File: config.mk
export PLATFORM = sky130hd
export DESIGN_NAME = ir_volts_to_distance_loglog_core
export DESIGN_NICKNAME = d
export VERILOG_FILES = /design/src/hdl/ivdll_pkg.sv /design/src/hdl/ivdll_lerp.sv /design/src/hdl/ir_volts_to_distance_loglog_core.sv
export VERILOG_INCLUDE_DIRS = /design/src /design/src/hdl
export SDC_FILE = /design/constraint.sdc
export NUM_CORES = 2
export LEC_CHECK = 0
export BUFFER_PORTS_ARGS = -buffer_cell sky130_fd_sc_hd__buf_4
export CORE_MARGIN = 3
export CORE_UTILIZATION = 50
export DETAILED_ROUTE_END_ITERATION = 6
export GPL_ROUTABILITY_DRIVEN = 1
export HOLD_SLACK_MARGIN = 0.15
export PLACE_DENSITY_LB_ADDON = 0.3
export SYNTH_ARGS = -nofsm -noshare
export SYNTH_HDL_FRONTEND = slang
export SYNTH_SLANG_ARGS = --single-unit
File: constraint.sdc
create_clock -name clk -period 9.3 [get_ports clk]
set_clock_uncertainty 0.1 [all_clocks]
set_input_delay 0.93 -clock clk [delete_from_list [all_inputs] [get_ports clk]]
set_output_delay 0.93 -clock clk [all_outputs]
set_load 0.01 [all_outputs]
File: src/hdl/ir_volts_to_distance_loglog_core_assert.svh
// Assertion macros for the IR voltage to distance core.
`ifndef IR_VOLTS_TO_DISTANCE_LOGLOG_CORE_ASSERT_SVH
`define IR_VOLTS_TO_DISTANCE_LOGLOG_CORE_ASSERT_SVH

// Same-cycle implication, disabled while reset is low.
`define IVDLL_ASSERT_IMPLY(name, ck, rstn, ante, cons, msg) \
    name: assert property (@(posedge ck) disable iff (!rstn) (ante) |-> (cons)) \
        else $error(msg);

// Next-cycle implication, disabled while reset is low.
`define IVDLL_ASSERT_NEXT(name, ck, rstn, ante, cons, msg) \
    name: assert property (@(posedge ck) disable iff (!rstn) (ante) |=> (cons)) \
        else $error(msg);

`endif

File: src/hdl/ivdll_pkg.sv
// Shared types, constants and table builders for the IR voltage to distance core.
package ivdll_pkg;

    localparam int ANCHOR_COUNT = 6;
    localparam int SEG_W        = $clog2(ANCHOR_COUNT - 1);
    localparam int PIPE_STAGES  = 11;

    localparam logic [14:0] DIST_MIN  = 15'd2560;
    localparam logic [14:0] DIST_MAX  = 15'd20480;
    localparam logic [17:0] DELTA_MAX = 18'd196607;

    // Anchors, voltage descending: Q2.14 volts, Q7.8 cm, Q1.12 slope magnitudes
    localparam logic [15:0] ANCHOR_V [ANCHOR_COUNT] =
        '{16'd49152, 16'd26214, 16'd19661, 16'd14746, 16'd9830, 16'd7373};
    localparam logic [14:0] ANCHOR_D [ANCHOR_COUNT] =
        '{15'd2560, 15'd5120, 15'd7680, 15'd10240, 15'd15360, 15'd20480};
    localparam logic [12:0] SEG_SLOPE [ANCHOR_COUNT - 1] =
        '{13'd4517, 13'd5773, 13'd4096, 13'd4096, 13'd4096};

    typedef enum logic [1:0] {
        ST_INTERP = 2'd0,
        ST_FAR    = 2'd1,
        ST_NEAR   = 2'd2
    } range_status_t;

    typedef enum logic [0:0] {
        REG_FAR_THRESHOLD  = 1'b0,
        REG_NEAR_THRESHOLD = 1'b1
    } cfg_reg_t;

    typedef struct packed {
        logic en_a;
        logic en_b;
    } lerp_ctl_t;

    // Fraction bits of log2(y), y in Q1.30 within [1,2), by repeated squaring.
    function automatic logic [63:0] frac_log2(input logic [63:0] y_in, input int bits);
        logic [63:0] y;
        logic [63:0] r;
        y = y_in;
        r = '0;
        for (int b = 0; b < bits; b++)
        begin
            y = (y * y) >> 30;
            r = r << 1;
            if (y >= (64'd2 << 30))
            begin
                r[0] = 1'b1;
                y = y >> 1;
            end
        end
        return r;
    endfunction

    // Shift-subtract quotient, elaboration only.
    function automatic logic [63:0] udiv64(input logic [63:0] num, input logic [63:0] den);
        logic [63:0] q;
        logic [63:0] rem;
        q   = '0;
        rem = '0;
        for (int b = 63; b >= 0; b--)
        begin
            rem = {rem[62:0], num[b]};
            if (rem >= den)
            begin
                rem  = rem - den;
                q[b] = 1'b1;
            end
        end
        return q;
    endfunction

    // round(65536 * log2(1 + k/n))
    function automatic logic [16:0] log_entry(input int unsigned k, input int unsigned n);
        logic [63:0] y;
        if (k == n)
            return 17'd65536;
        y = udiv64((64'(n) + 64'(k)) << 30, 64'(n));
        return 17'((frac_log2(y, 40) + (64'd1 << 23)) >> 24);
    endfunction

    // Largest m with (2m-1)/65536 <= 2^(k/n)
    function automatic logic [16:0] exp_entry(input int unsigned k, input int unsigned n);
        logic [63:0] lo;
        logic [63:0] hi;
        logic [63:0] mid;
        logic [63:0] y;
        lo = 64'd32768;
        hi = 64'd65536;
        while (lo < hi)
        begin
            mid = lo + ((hi - lo + 64'd1) >> 1);
            y   = ((64'd2 * mid) - 64'd1) << 14;
            if (frac_log2(y, 40) * 64'(n) <= (64'(k) << 40))
                lo = mid;
            else
                hi = mid - 64'd1;
        end
        return 17'(lo);
    endfunction

    // Signed Q.16 log2 of a Q2.14 value, same table interpolation as the datapath.
    function automatic logic signed [20:0] anchor_log2(input logic [15:0] v,
                                                       input int unsigned n);
        int unsigned p;
        logic [15:0] x;
        logic [63:0] f;
        logic [63:0] t;
        logic [63:0] idx;
        logic [63:0] r;
        logic [63:0] lo;
        logic [63:0] hi;
        logic [63:0] fr;
        if (v == 16'd0)
            return -21'sd983040;
        p = 15;
        while (p > 0 && !v[p])
            p--;
        x   = v << (15 - p);
        f   = 64'(x) - 64'd32768;
        t   = f * 64'(n);
        idx = t >> 15;
        r   = t & 64'h7FFF;
        lo  = 64'(log_entry(32'(idx), n));
        hi  = 64'(log_entry(32'(idx) + 1, n));
        fr  = lo + (((hi - lo) * r + 64'd16384) >> 15);
        return 21'((longint'(p) - 14) * 65536 + longint'(fr));
    endfunction

endpackage

File: src/hdl/ivdll_lerp.sv
// Two-stage table interpolator: base + round(diff * frac / 2^FRAC_W).
module ivdll_lerp #(
    parameter int FRAC_W = 15
) (
    input  logic                 clk,
    input  ivdll_pkg::lerp_ctl_t ctl,
    input  logic [16:0]          base,
    input  logic [16:0]          diff,
    input  logic [FRAC_W-1:0]    frac,
    output logic [16:0]          result
);

    localparam int PROD_W = 17 + FRAC_W;

    logic [PROD_W-1:0] prod_next;
    logic [PROD_W-1:0] prod_reg;
    logic [16:0]       base_reg;
    logic [PROD_W:0]   rnd;
    logic [16:0]       result_next;
    logic [16:0]       result_reg;

    assign prod_next = PROD_W'(diff) * PROD_W'(frac);

    always_ff @(posedge clk)
    begin
        if (ctl.en_a)
        begin
            prod_reg <= prod_next;
            base_reg <= base;
        end
    end

    // round half up on the dropped fraction bits
    assign rnd         = {1'b0, prod_reg} + ((PROD_W + 1)'(1) << (FRAC_W - 1));
    assign result_next = base_reg + 17'(rnd >> FRAC_W);

    always_ff @(posedge clk)
    begin
        if (ctl.en_b)
            result_reg <= result_next;
    end

    assign result = result_reg;

endmodule

File: src/hdl/ir_volts_to_distance_loglog_core.sv
// Top level: IR sensor voltage (Q2.14 V) to distance (Q7.8 cm), log-log interpolation.
//
// Input channel: sample_valid / sample_ready carry one voltage per transfer.
// Output channel: result_valid / result_ready carry distance and range_status.
// Configuration: cfg_we writes cfg_data into the threshold chosen by cfg_index
// (0 far, 1 near) at the clock edge; write only while the pipeline is empty.
// Pipeline: 11 register stages (classify/normalize, log table read, two
// interpolation stages, log difference, slope multiply, exp table read, two
// interpolation stages, anchor scale multiply, round/shift/clamp).
// Throughput: one item per cycle while the receiver keeps result_ready high.
// Stalls: each stage holds while the one after it is full and blocked, so
// a stalled receiver backs the pipeline up stage by stage; empty stages still
// fill, and sample_ready drops only once every stage holds an item.
// Reset: clears all stage valid bits and loads far = 6554 (0.40 V) and
// near = 45875 (2.80 V).
`include "ir_volts_to_distance_loglog_core_assert.svh"

module ir_volts_to_distance_loglog_core #(
    parameter int LOG_TABLE_ENTRIES = 64
) (
    input  logic        clk,
    input  logic        rst_n,
    input  logic        cfg_we,
    input  logic        cfg_index,
    input  logic [15:0] cfg_data,
    input  logic        sample_valid,
    output logic        sample_ready,
    input  logic [15:0] voltage,
    output logic        result_valid,
    input  logic        result_ready,
    output logic [14:0] distance,
    output logic [1:0]  range_status
);

    localparam int NS = ivdll_pkg::PIPE_STAGES;
    localparam int NA = ivdll_pkg::ANCHOR_COUNT;
    localparam int SW = ivdll_pkg::SEG_W;
    localparam int LW = $clog2(LOG_TABLE_ENTRIES + 1);
    localparam logic [LW-1:0] N_L = LW'(LOG_TABLE_ENTRIES);

    // ---------------- constant tables ----------------
    logic [16:0]        log_tab    [LOG_TABLE_ENTRIES + 1];
    logic [16:0]        exp_tab    [LOG_TABLE_ENTRIES + 1];
    logic signed [20:0] anchor_log [NA];

    for (genvar k = 0; k <= LOG_TABLE_ENTRIES; k++)
    begin : g_tab
        localparam logic [16:0] LOG_V = ivdll_pkg::log_entry(k, LOG_TABLE_ENTRIES);
        localparam logic [16:0] EXP_V = ivdll_pkg::exp_entry(k, LOG_TABLE_ENTRIES);
        assign log_tab[k] = LOG_V;
        assign exp_tab[k] = EXP_V;
    end

    for (genvar i = 0; i < NA; i++)
    begin : g_alog
        localparam logic signed [20:0] AL_V =
            ivdll_pkg::anchor_log2(ivdll_pkg::ANCHOR_V[i], LOG_TABLE_ENTRIES);
        assign anchor_log[i] = AL_V;
    end

    // ---------------- configuration ----------------
    logic [15:0] far_thr_reg;
    logic [15:0] near_thr_reg;

    always_ff @(posedge clk or negedge rst_n)
    begin
        if (!rst_n)
        begin
            far_thr_reg  <= 16'd6554;
            near_thr_reg <= 16'd45875;
        end
        else if (cfg_we)
        begin
            unique case (ivdll_pkg::cfg_reg_t'(cfg_index))
                ivdll_pkg::REG_FAR_THRESHOLD:  far_thr_reg  <= cfg_data;
                ivdll_pkg::REG_NEAR_THRESHOLD: near_thr_reg <= cfg_data;
                default: ;
            endcase
        end
    end

    // ---------------- pipeline control ----------------
    logic [NS:1]   vld_reg;
    logic [NS:1]   vld_next;
    logic [NS+1:1] adv;
    logic [NS:0]   vld_in;

    assign adv[NS+1] = result_ready;
    assign vld_in    = {vld_reg, sample_valid};

    for (genvar s = 1; s <= NS; s++)
    begin : g_ctl
        // a stage moves when it is empty or the next one takes its item
        assign adv[s]      = !vld_reg[s] || adv[s+1];
        assign vld_next[s] = adv[s] ? vld_in[s-1] : vld_reg[s];
    end

    always_ff @(posedge clk or negedge rst_n)
    begin
        if (!rst_n)
            vld_reg <= '0;
        else
            vld_reg <= vld_next;
    end

    assign sample_ready = adv[1];
    assign result_valid = vld_reg[NS];

    // ---------------- stage 1: classify, segment, normalize ----------------
    logic                     seg_found;
    logic [SW-1:0]            seg_next;
    logic [3:0]               p_next;
    logic [15:0]              x_next;
    ivdll_pkg::range_status_t st_next;

    always_comb
    begin
        seg_found = 1'b0;
        seg_next  = '0;
        // descending scan so the first matching segment wins
        for (int i = NA - 2; i >= 0; i--)
        begin
            if (voltage <= ivdll_pkg::ANCHOR_V[i] && voltage >= ivdll_pkg::ANCHOR_V[i+1])
            begin
                seg_found = 1'b1;
                seg_next  = SW'(i);
            end
        end
    end

    always_comb
    begin
        p_next = '0;
        for (int b = 0; b < 16; b++)
        begin
            if (voltage[b])
                p_next = 4'(b);
        end
    end

    assign x_next = voltage << (4'd15 - p_next);

    always_comb
    begin
        if (voltage <= far_thr_reg)
            st_next = ivdll_pkg::ST_FAR;
        else if (voltage >= near_thr_reg)
            st_next = ivdll_pkg::ST_NEAR;
        else if (!seg_found)
            st_next = (voltage > ivdll_pkg::ANCHOR_V[0]) ? ivdll_pkg::ST_NEAR
                                                         : ivdll_pkg::ST_FAR;
        else
            st_next = ivdll_pkg::ST_INTERP;
    end

    logic [SW-1:0]            s1_seg_reg;
    logic [3:0]               s1_p_reg;
    logic [14:0]              s1_f_reg;
    ivdll_pkg::range_status_t s1_st_reg;

    always_ff @(posedge clk)
    begin
        if (adv[1])
        begin
            s1_seg_reg <= seg_next;
            s1_p_reg   <= p_next;
            s1_f_reg   <= x_next[14:0];
            s1_st_reg  <= st_next;
        end
    end

    // ---------------- stage 2: log table read ----------------
    logic [15+LW-1:0] t1;
    logic [LW-1:0]    idx1;
    logic [LW-1:0]    idx1_p1;
    logic [16:0]      lbase_next;
    logic [16:0]      ldiff_next;

    assign t1         = (15 + LW)'(s1_f_reg) * (15 + LW)'(N_L);
    assign idx1       = t1[15+LW-1:15];
    assign idx1_p1    = idx1 + LW'(1);
    assign lbase_next = log_tab[idx1];
    assign ldiff_next = log_tab[idx1_p1] - log_tab[idx1];

    logic [SW-1:0]            s2_seg_reg;
    logic [3:0]               s2_p_reg;
    logic [16:0]              s2_base_reg;
    logic [16:0]              s2_diff_reg;
    logic [14:0]              s2_r_reg;
    ivdll_pkg::range_status_t s2_st_reg;

    always_ff @(posedge clk)
    begin
        if (adv[2])
        begin
            s2_seg_reg  <= s1_seg_reg;
            s2_p_reg    <= s1_p_reg;
            s2_base_reg <= lbase_next;
            s2_diff_reg <= ldiff_next;
            s2_r_reg    <= t1[14:0];
            s2_st_reg   <= s1_st_reg;
        end
    end

    // ---------------- stages 3-4: log interpolation ----------------
    ivdll_pkg::lerp_ctl_t log_ctl;
    logic [16:0]          s4_frac;

    assign log_ctl.en_a = adv[3];
    assign log_ctl.en_b = adv[4];

    ivdll_lerp #(
        .FRAC_W (15)
    ) u_log_lerp (
        .clk    (clk),
        .ctl    (log_ctl),
        .base   (s2_base_reg),
        .diff   (s2_diff_reg),
        .frac   (s2_r_reg),
        .result (s4_frac)
    );

    logic [SW-1:0]            s3_seg_reg;
    logic [3:0]               s3_p_reg;
    ivdll_pkg::range_status_t s3_st_reg;
    logic [SW-1:0]            s4_seg_reg;
    logic [3:0]               s4_p_reg;
    ivdll_pkg::range_status_t s4_st_reg;

    always_ff @(posedge clk)
    begin
        if (adv[3])
        begin
            s3_seg_reg <= s2_seg_reg;
            s3_p_reg   <= s2_p_reg;
            s3_st_reg  <= s2_st_reg;
        end
        if (adv[4])
        begin
            s4_seg_reg <= s3_seg_reg;
            s4_p_reg   <= s3_p_reg;
            s4_st_reg  <= s3_st_reg;
        end
    end

    // ---------------- stage 5: log distance from anchor ----------------
    logic signed [4:0]  p_s;
    logic signed [20:0] lg;
    logic [21:0]        dl_s;
    logic [20:0]        dl_next;

    assign p_s     = $signed({1'b0, s4_p_reg}) - 5'sd14;
    assign lg      = $signed({p_s, 16'h0000}) + $signed({4'b0000, s4_frac});
    assign dl_s    = {anchor_log[s4_seg_reg][20], anchor_log[s4_seg_reg]} - {lg[20], lg};
    assign dl_next = dl_s[21] ? '0 : dl_s[20:0];

    logic [SW-1:0]            s5_seg_reg;
    logic [20:0]              s5_dl_reg;
    ivdll_pkg::range_status_t s5_st_reg;

    always_ff @(posedge clk)
    begin
        if (adv[5])
        begin
            s5_seg_reg <= s4_seg_reg;
            s5_dl_reg  <= dl_next;
            s5_st_reg  <= s4_st_reg;
        end
    end

    // ---------------- stage 6: slope multiply ----------------
    logic [33:0] sprod_next;

    assign sprod_next = 34'(ivdll_pkg::SEG_SLOPE[s5_seg_reg]) * 34'(s5_dl_reg);

    logic [SW-1:0]            s6_seg_reg;
    logic [33:0]              s6_prod_reg;
    ivdll_pkg::range_status_t s6_st_reg;

    always_ff @(posedge clk)
    begin
        if (adv[6])
        begin
            s6_seg_reg  <= s5_seg_reg;
            s6_prod_reg <= sprod_next;
            s6_st_reg   <= s5_st_reg;
        end
    end

    // ---------------- stage 7: delta, exp table read ----------------
    logic [34:0]      drnd;
    logic [22:0]      dfull;
    logic [17:0]      delta;
    logic [16+LW-1:0] t2;
    logic [LW-1:0]    idx2;
    logic [LW-1:0]    idx2_p1;
    logic [16:0]      ebase_next;
    logic [16:0]      ediff_next;

    assign drnd    = {1'b0, s6_prod_reg} + 35'd2048;
    assign dfull   = drnd[34:12];
    // integer part of delta is capped at 2 (shift of at most 4x)
    assign delta   = (dfull > 23'(ivdll_pkg::DELTA_MAX)) ? ivdll_pkg::DELTA_MAX
                                                         : dfull[17:0];
    assign t2         = (16 + LW)'(delta[15:0]) * (16 + LW)'(N_L);
    assign idx2       = t2[16+LW-1:16];
    assign idx2_p1    = idx2 + LW'(1);
    assign ebase_next = exp_tab[idx2];
    assign ediff_next = exp_tab[idx2_p1] - exp_tab[idx2];

    logic [SW-1:0]            s7_seg_reg;
    logic [1:0]               s7_ip_reg;
    logic [16:0]              s7_base_reg;
    logic [16:0]              s7_diff_reg;
    logic [15:0]              s7_r_reg;
    ivdll_pkg::range_status_t s7_st_reg;

    always_ff @(posedge clk)
    begin
        if (adv[7])
        begin
            s7_seg_reg  <= s6_seg_reg;
            s7_ip_reg   <= delta[17:16];
            s7_base_reg <= ebase_next;
            s7_diff_reg <= ediff_next;
            s7_r_reg    <= t2[15:0];
            s7_st_reg   <= s6_st_reg;
        end
    end

    // ---------------- stages 8-9: exp interpolation ----------------
    ivdll_pkg::lerp_ctl_t exp_ctl;
    logic [16:0]          s9_exp;

    assign exp_ctl.en_a = adv[8];
    assign exp_ctl.en_b = adv[9];

    ivdll_lerp #(
        .FRAC_W (16)
    ) u_exp_lerp (
        .clk    (clk),
        .ctl    (exp_ctl),
        .base   (s7_base_reg),
        .diff   (s7_diff_reg),
        .frac   (s7_r_reg),
        .result (s9_exp)
    );

    logic [SW-1:0]            s8_seg_reg;
    logic [1:0]               s8_ip_reg;
    ivdll_pkg::range_status_t s8_st_reg;
    logic [SW-1:0]            s9_seg_reg;
    logic [1:0]               s9_ip_reg;
    ivdll_pkg::range_status_t s9_st_reg;

    always_ff @(posedge clk)
    begin
        if (adv[8])
        begin
            s8_seg_reg <= s7_seg_reg;
            s8_ip_reg  <= s7_ip_reg;
            s8_st_reg  <= s7_st_reg;
        end
        if (adv[9])
        begin
            s9_seg_reg <= s8_seg_reg;
            s9_ip_reg  <= s8_ip_reg;
            s9_st_reg  <= s8_st_reg;
        end
    end

    // ---------------- stage 10: anchor distance scale ----------------
    logic [31:0] dprod_next;

    assign dprod_next = 32'(ivdll_pkg::ANCHOR_D[s9_seg_reg]) * 32'(s9_exp);

    logic [31:0]              s10_prod_reg;
    logic [1:0]               s10_ip_reg;
    ivdll_pkg::range_status_t s10_st_reg;

    always_ff @(posedge clk)
    begin
        if (adv[10])
        begin
            s10_prod_reg <= dprod_next;
            s10_ip_reg   <= s9_ip_reg;
            s10_st_reg   <= s9_st_reg;
        end
    end

    // ---------------- stage 11: round, shift, clamp ----------------
    logic [32:0]              srnd;
    logic [19:0]              scaled;
    logic [14:0]              dist_next;
    logic [14:0]              dist_reg;
    ivdll_pkg::range_status_t st_out_reg;

    assign srnd   = {1'b0, s10_prod_reg} + 33'd16384;
    assign scaled = 20'(srnd[32:15]) << s10_ip_reg;

    always_comb
    begin
        case (s10_st_reg)
            ivdll_pkg::ST_FAR:  dist_next = ivdll_pkg::DIST_MAX;
            ivdll_pkg::ST_NEAR: dist_next = ivdll_pkg::DIST_MIN;
            default:
            begin
                if (scaled < 20'(ivdll_pkg::DIST_MIN))
                    dist_next = ivdll_pkg::DIST_MIN;
                else if (scaled > 20'(ivdll_pkg::DIST_MAX))
                    dist_next = ivdll_pkg::DIST_MAX;
                else
                    dist_next = scaled[14:0];
            end
        endcase
    end

    always_ff @(posedge clk)
    begin
        if (adv[11])
        begin
            dist_reg   <= dist_next;
            st_out_reg <= s10_st_reg;
        end
    end

    assign distance     = dist_reg;
    assign range_status = st_out_reg;

    // ---------------- assertions ----------------
    `IVDLL_ASSERT_IMPLY(a_dist_range, clk, rst_n, result_valid, (distance >= ivdll_pkg::DIST_MIN && distance <= ivdll_pkg::DIST_MAX), "distance outside 10..80 cm")
    `IVDLL_ASSERT_IMPLY(a_near_dist, clk, rst_n, result_valid && range_status == ivdll_pkg::ST_NEAR, distance == ivdll_pkg::DIST_MIN, "near result is not 10 cm")
    `IVDLL_ASSERT_IMPLY(a_far_dist, clk, rst_n, result_valid && range_status == ivdll_pkg::ST_FAR, distance == ivdll_pkg::DIST_MAX, "far result is not 80 cm")
    `IVDLL_ASSERT_NEXT(a_enter, clk, rst_n, sample_valid && sample_ready, vld_reg[1], "accepted sample missing from first stage")

endmodule

Yosys cells after proc, flatten, opt, wreduce, memory -nomap -nowiden
Memory sizes are Yosys's and may differ from the RTL's.
Cells that the tools add are included.
- register bits after elaboration: 453
- latch bits: 0
- bits in writable memories: 0
- memory bits (read-only): 9096
- input bits: 38
- output and inout port bits: 19
- logic and storage cells: 196
- memories: 7
- memory list (memory ; words ; width ; read ports ; clocked after memory_dff ; write ports ; RTL line ; source):
    (name not given) ; 128 ; 17 ; 1 ; 0 ; 0 ; ir_volts_to_distance_loglog_core.sv:309 ; assign ediff_next = exp_tab[idx2_p1] - exp_tab[idx2];
    (name not given) ; 128 ; 17 ; 1 ; 0 ; 0 ; ir_volts_to_distance_loglog_core.sv:309 ;
    (name not given) ; 128 ; 17 ; 1 ; 0 ; 0 ; ir_volts_to_distance_loglog_core.sv:183 ; assign ldiff_next = log_tab[idx1_p1] - log_tab[idx1];
    (name not given) ; 128 ; 17 ; 1 ; 0 ; 0 ; ir_volts_to_distance_loglog_core.sv:183 ;
    (name not given) ; 8 ; 21 ; 1 ; 0 ; 0 ; ir_volts_to_distance_loglog_core.sv:254 ; assign dl_s = {anchor_log[s4_seg_reg][20], anchor_log[s4_seg_reg]} - {lg[20], lg};
    (name not given) ; 8 ; 15 ; 1 ; 0 ; 0 ; ir_volts_to_distance_loglog_core.sv:375 ; assign dprod_next = 32'(ivdll_pkg::ANCHOR_D[s9_seg_reg]) * 32'(s9_exp);
    1 more memories ; - ; - ; - ; - ; - ; - ;
- add/sub/neg operators: 14
- $mul: 4
- div/mod/pow operators: 0
- $lt $le $gt $ge: 23
- eq/ne operators: 2
- shift-type cells: 2
- multiplexer cells: 45
- bitwise operators: 8
- reductions and logical operators: 31
- operator list (kind ; number):
    $mux 17 ; 8
    $mux 15 ; 4
    $mux 4 ; 14
    $mux 21 ; 2
    $add 34x12->35 const B ; 1
    $add 17x17->17 ; 2
    $mul 13x21->34 ; 1
    $sub 17x17->17 ; 2
    $add 32x15->33 const B ; 1
    $add 33x16->33 const B ; 1
    $add 32x15->32 const B ; 1
    $ge 16x14->1 const B ; 2
    $ge 16x15->1 const B ; 2
    $ge 8x8->1 const B ; 4
    $le 16x14->1 const B ; 2
    $le 16x15->1 const B ; 2
    $mul 15x17->32 ; 1
    $pmux 15 s2 ; 1
    $mul 17x10->27 ; 1
    $mul 17x9->26 ; 1
    $mux 13 ; 2
    $gt 23x18->1 const B ; 1
    $sub 21x21->22 ; 1
    $add 21x18->21 ; 1
    29 further kinds ; 71

Longest topological paths before layout
- word-level depth: 17
- mapped depth: 32
- depth with buffers taken out: 28

Hierarchy
From an unflattened synthesis, not the netlist that was laid out.
- cells, all modules: 5939
- area total of the unflattened synthesis: 54222.0 sq um
- by module, submodules not included (module ; instances ; cells an instance ; area each (sq um) ; seq. area each (sq um)):
    ir_volts_to_distance_loglog_core ; 1 ; 3496 ; 31522.7 ; 8573.2
    ivdll_lerp at u_exp_lerp ; 1 ; 1255 ; 11641.2 ; 1561.5
    ivdll_lerp at u_log_lerp ; 1 ; 1188 ; 11058.1 ; 1561.5

Worst setup path after synthesis
OpenSTA, ideal clock, no wires.
- kind: reg2reg
- start point: register s6_prod_reg[17]
- end point: register s7_diff_reg[16], data pin
- setup time: 0.263 ns
- data arrival time: 6.280 ns
- data required time: 8.937 ns
- setup slack: 2.657 ns
- stages on the path, launching flop included: 27
- path buffers: 3
- period minus slack after synthesis: 6.643 ns
- path through: edfxtp_1 -> nand4_2 -> or4_4 -> o21a_1 -> or4_1 -> buf_4 -> a21oi_4 -> nand2_2 -> ha_1 -> ha_1 -> clkbuf_1 -> clkinv_1 -> clkbuf_1 -> ha_1 -> a211oi_1 -> o211ai_1 -> fa_1 -> nor2b_1 -> o21ai_0 -> a21boi_0 -> o21ai_0 -> a21boi_0 -> o21ai_0 -> a21o_1 -> a21oi_1 -> a311o_1 -> a211oi_1
- word-level cells in the longest chain between the ends: 9
- elaborated cells between the ends (all ways): 13
- classes of those cells: add/sub (3); order compare (1); mux (5); bitwise (2); memory (2)
- RTL lines (element ; RTL line ; source):
    from (decl) ; ir_volts_to_distance_loglog_core.sv:277 ; logic [33:0] s6_prod_reg;
    from (signal assigned) ; ir_volts_to_distance_loglog_core.sv:285 ; s6_prod_reg <= sprod_next;
    $add 34x12->35 (*) ; ir_volts_to_distance_loglog_core.sv:300 ; assign drnd = {1'b0, s6_prod_reg} + 35'd2048;
    $gt 23x18->1 ; ir_volts_to_distance_loglog_core.sv:303 ; assign delta = (dfull > 23'(ivdll_pkg::DELTA_MAX)) ? ivdll_pkg::DELTA_MAX
    $mux 16 (*) ; ir_volts_to_distance_loglog_core.sv:303 ;
    $add 6x1->7 ; ir_volts_to_distance_loglog_core.sv:307 ; assign idx2_p1 = idx2 + LW'(1);
    $not 7->8 (not written as such) ; ir_volts_to_distance_loglog_core.sv:309 ;
    $mem_v2 128x17 ; - ;
    $mux 17 (not written as such) (2 in a row) ; ir_volts_to_distance_loglog_core.sv:309 ;
    $sub 17x17->17 (*) ; ir_volts_to_distance_loglog_core.sv:309 ;
    net ediff_next[16] ; ir_volts_to_distance_loglog_core.sv:298 ; logic [16:0] ediff_next;
    to (signal assigned) ; ir_volts_to_distance_loglog_core.sv:325 ; s7_diff_reg <= ediff_next;
    to (decl) ; ir_volts_to_distance_loglog_core.sv:314 ; logic [16:0] s7_diff_reg;
Mark *: on every way through the listed nets, which the timed path passes. The rest lies on a longest branch. The select of a mux whose other input is x is not followed.
A chain may end at the register's enable or synchronous reset.

Final worst setup path
Ends and elaborated chain as after synthesis.

==> results.py <==
metrics = {
    "logic_synthesis": {
        "ys_types": 100,
        "synthAdderAreaFrac_pct": 32.09,
        "synth_edf_count": 350,
        "ys_ff_latch": 393,
        "ys_warn_count": 0,
        "syn_nets": 5654,
        "ys.flop_type": "edfxtp_1",
        "syn_avg_cell_area_um2": 9.369,
        "synth_top_family_by_area": "adder cells",
        "ys_seq_area_share_pct": 26.20,
        "synth_simple_gate_area_share_pct": 15.91,
        "synthXorXnorAreaFrac_pct": 3.993,
        "synth_compound_area_share_pct": 13.47,
        "netlist_area_mm2": 0.04430,
        "synth_mux_area_share_pct": 1.308,
        "async_flop_share_pct": 10.94,
        "syn_inst": 4729,
    },
    "route": {
        "via_per_inst": 5.826,
        "wirelength_mm": 108.2,
        "wl_per_cell_um": 18.54,
        "dr_total_vias": 34010,
        "drtIter0Drc": 2746,
        "first_pass_iters": 6,
        "drc": 0,
        "ant_nets": 0,
    },
    "cts": {
        "path_clk_slew_ns": 0.06,
        "postCtsHoldBufs": 0,
        "post_cts_buffers": 0,
        "clock-sinks": 393,
        "post_cts_resized": 0,
        "cts_buffer_depth": 3,
        "clock_latency_ns": 0.61,
        "cts_root_buf": "clkbuf_16",
        "cts_tree": "yes",
        "h-tree-depth": 2,
        "numCtsBuffers": 45,
    },
    "sta": {
        "min_period_ns": 8.123,
        "setup_tns_ns": 0,
        "fmax_mhz": 123.1,
        "finalHoldViolations": 0,
        "layout_worst_path_cycle_share_pct": 87.34,
        "rsz0062_at_grt": "false",
        "slew_violations": 0,
        "setup_viol": 0,
        "slew_headroom_pct": 18.04,
        "worst_pin_slew_ns": 1.229,
        "fin_hold_ws_ns": 0.2535,
    },
    "die": {
        "die_y_um": 303.7,
        "core_mm2": 0.08729,
        "initial_core_util_pct": 50.75,
        "ios": 57,
        "std_cell_rows": 108,
        "die_w_um": 303.7,
        "die_area_mm2": 0.09222,
    },
    "setup_path": {
        "crit_path_end_kind": "register",
        "endpoint": "s7_diff_reg[16]",
        "max_stage_delay_ns": 0.71,
        "path_cells": "nand4_2, or4_4, o21a_1, or4_1, a21oi_4, nand2_2, ha_1, ha_1, clkinv_1, ha_1, a211oi_1, o211ai_1, fa_1, nor2b_1, o21ai_0, a21boi_0, o21ai_0, a21boi_0, o21ai_0, a21o_1, a21oi_1, a311o_1, a211oi_1",
        "startpoint_type": "register",
        "rr_worst_depth": 23,
        "crit_fanout": 19,
        "rr_endpoint": "s7_diff_reg[16]",
        "crit_required_ns": 9.52,
        "cp.arrival_ns": 8.34,
        "cp_slowest_cell": "or4_1",
        "crit_type": "reg2reg",
        "reg2reg_slack_ns": 1.18,
        "cp-startpoint": "s6_prod_reg[17]",
        "worstReg2RegStart": "s6_prod_reg[17]",
    },
    "global_routing": {
        "grt_antenna_before_repair": 0,
        "grt_pass1_wl_mm": 177.5,
        "grt_overflow": 0,
        "track_usage_pct": 23.31,
        "grt_start_max_net_pins": 57,
        "grt_pass1_vias": 33580,
    },
    "hold_path": {
        "hold_class": "in2async",
    },
    "placement": {
        "port_buffers": 56,
        "post-dp-hpwl_mm": 84.22,
        "gp_congestion": 0.9332,
    },
    "finish": {
        "layout_commonest_cell": "inv_1",
        "utilization_pct": 53.99,
        "drive_gt1_share_pct": 5.936,
        "fillers": 7791,
        "mostFrequentLayoutCells": "inv_1, nand2_1, ha_1",
        "syn2layout_area_growth_pct": 6.368,
        "antenna_cells": 0,
        "largest_reg_flops": 23,
        "fin_nets": 5572,
    },
    "run": {
        "drv_cap": 0,
    },
    "run_status": {
        "outcome": "complete, no violations",
    },
}
## cells in the mapped netlist, types with 13 or more instances
library cell  number  area [um^2]
o21bai_1          20        150.1
buf_2             13        65.06
clkbuf_1         193        724.4
or2_2             22        137.6
a21oi_1          218         1091
inv_1            579         2173
o31ai_1           24        180.2
and2_1           189         1182
o211ai_1          40        300.3
o21ai_1           13        65.06
nand2_1          535         2008
nor3_1           105        525.5
o21ai_0          179        895.9
a31oi_1           45        281.5
edfxtp_1         350        10510
nor4_1            13        81.33
and3_1            62        387.9
nor2_1           285         1070
or3_1             22        137.6
fa_1             414         8288
xor2_1            68        595.6
ha_1             473         5918
mux2i_1           23        230.2
a21o_1            41        307.8
nand2b_1          34        212.7
nand3_1          105        525.5
o22ai_1           21        131.4
nor2b_1           33        206.5
dfrtp_1           27        675.7
a311oi_1          20        175.2
a211oi_1          73        548.0
dfstp_2           16        420.4
xnor2_1          134         1174
mux2_2            27        304.0
o21a_1            30        225.2
nand4_1           34        212.7
## critical path, delay by kind of cell, from the launching register on
family                     cells  cell delay (ns)
buffers and inverters          1             0.50
and+or+nand+nor                5             2.01
adders and majority gates      4             1.93
DFF                            1             0.44
AOI/OAI and AO/OA             13             2.86
## worst min-delay path by stage
stage | start | to | slack (ns) | depth (start not counted)
global route | rst_n | near_thr_reg[10] | 0.27 | 1
floorplan | s9_ip_reg[0] | s10_ip_reg[0] | 0.30 | 0
global placement | s4_st_reg[0] | s5_st_reg[0] | 0.30 | 0
CTS | rst_n | far_thr_reg[10] | 0.24 | 1
detailed placement | s1_f_reg[7] | s2_r_reg[13] | 0.30 | 0
finish | rst_n | near_thr_reg[10] | 0.25 | 1
## kinds of logic (layout without fill, tap and decap cells)
kind of cell,after synthesis,count (layout)
xor+xnor,202,202
fa+ha+maj,888,888
compound gates,897,897
mux,52,52
flops,393,393
simple gates,1483,1483
buf+inv,814,768
## layer usage
metal | up-vias | track usage (%) | wire, um
met2 | 1155 | 39.59 | 52410
li1 | 16080 | - | -
met1 | 16560 | 31.38 | 45880
met3 | 222 | 2.535 | 6225
met5 | - | 0 | 0
met4 | 0 | 7.346 | 3715
## stage by stage
step | instances | worst slack, ns | instance area [um^2]
finish | 5838 | 1.177 | 47130
global route | 5838 | 0.7142 | 47130
CTS | 5838 | 1.326 | 47130
detailed placement | 5755 | 1.358 | 45610
global placement | 5755 | 1.418 | 45610
floorplan | 4729 | 2.657 | 44310
## area by class of cell
| cell class | instances | area, um^2 | area share, % |
|---|---|---|---|
| clock inverter | 22 | 272.8 | 0.5788 |
| inverter | 586 | 2200 | 4.667 |
| tap | 1155 | 1445 | 3.067 |
| multi-input combinational | 3522 | 29610 | 62.84 |
| timing repair buffer | 99 | 743.2 | 1.577 |
| clock buffer | 61 | 1246 | 2.644 |
| sequential | 393 | 11610 | 24.63 |
Power is not shown: default switching activity piles up to over one toggle a cycle in this logic, so the estimate is an artifact.
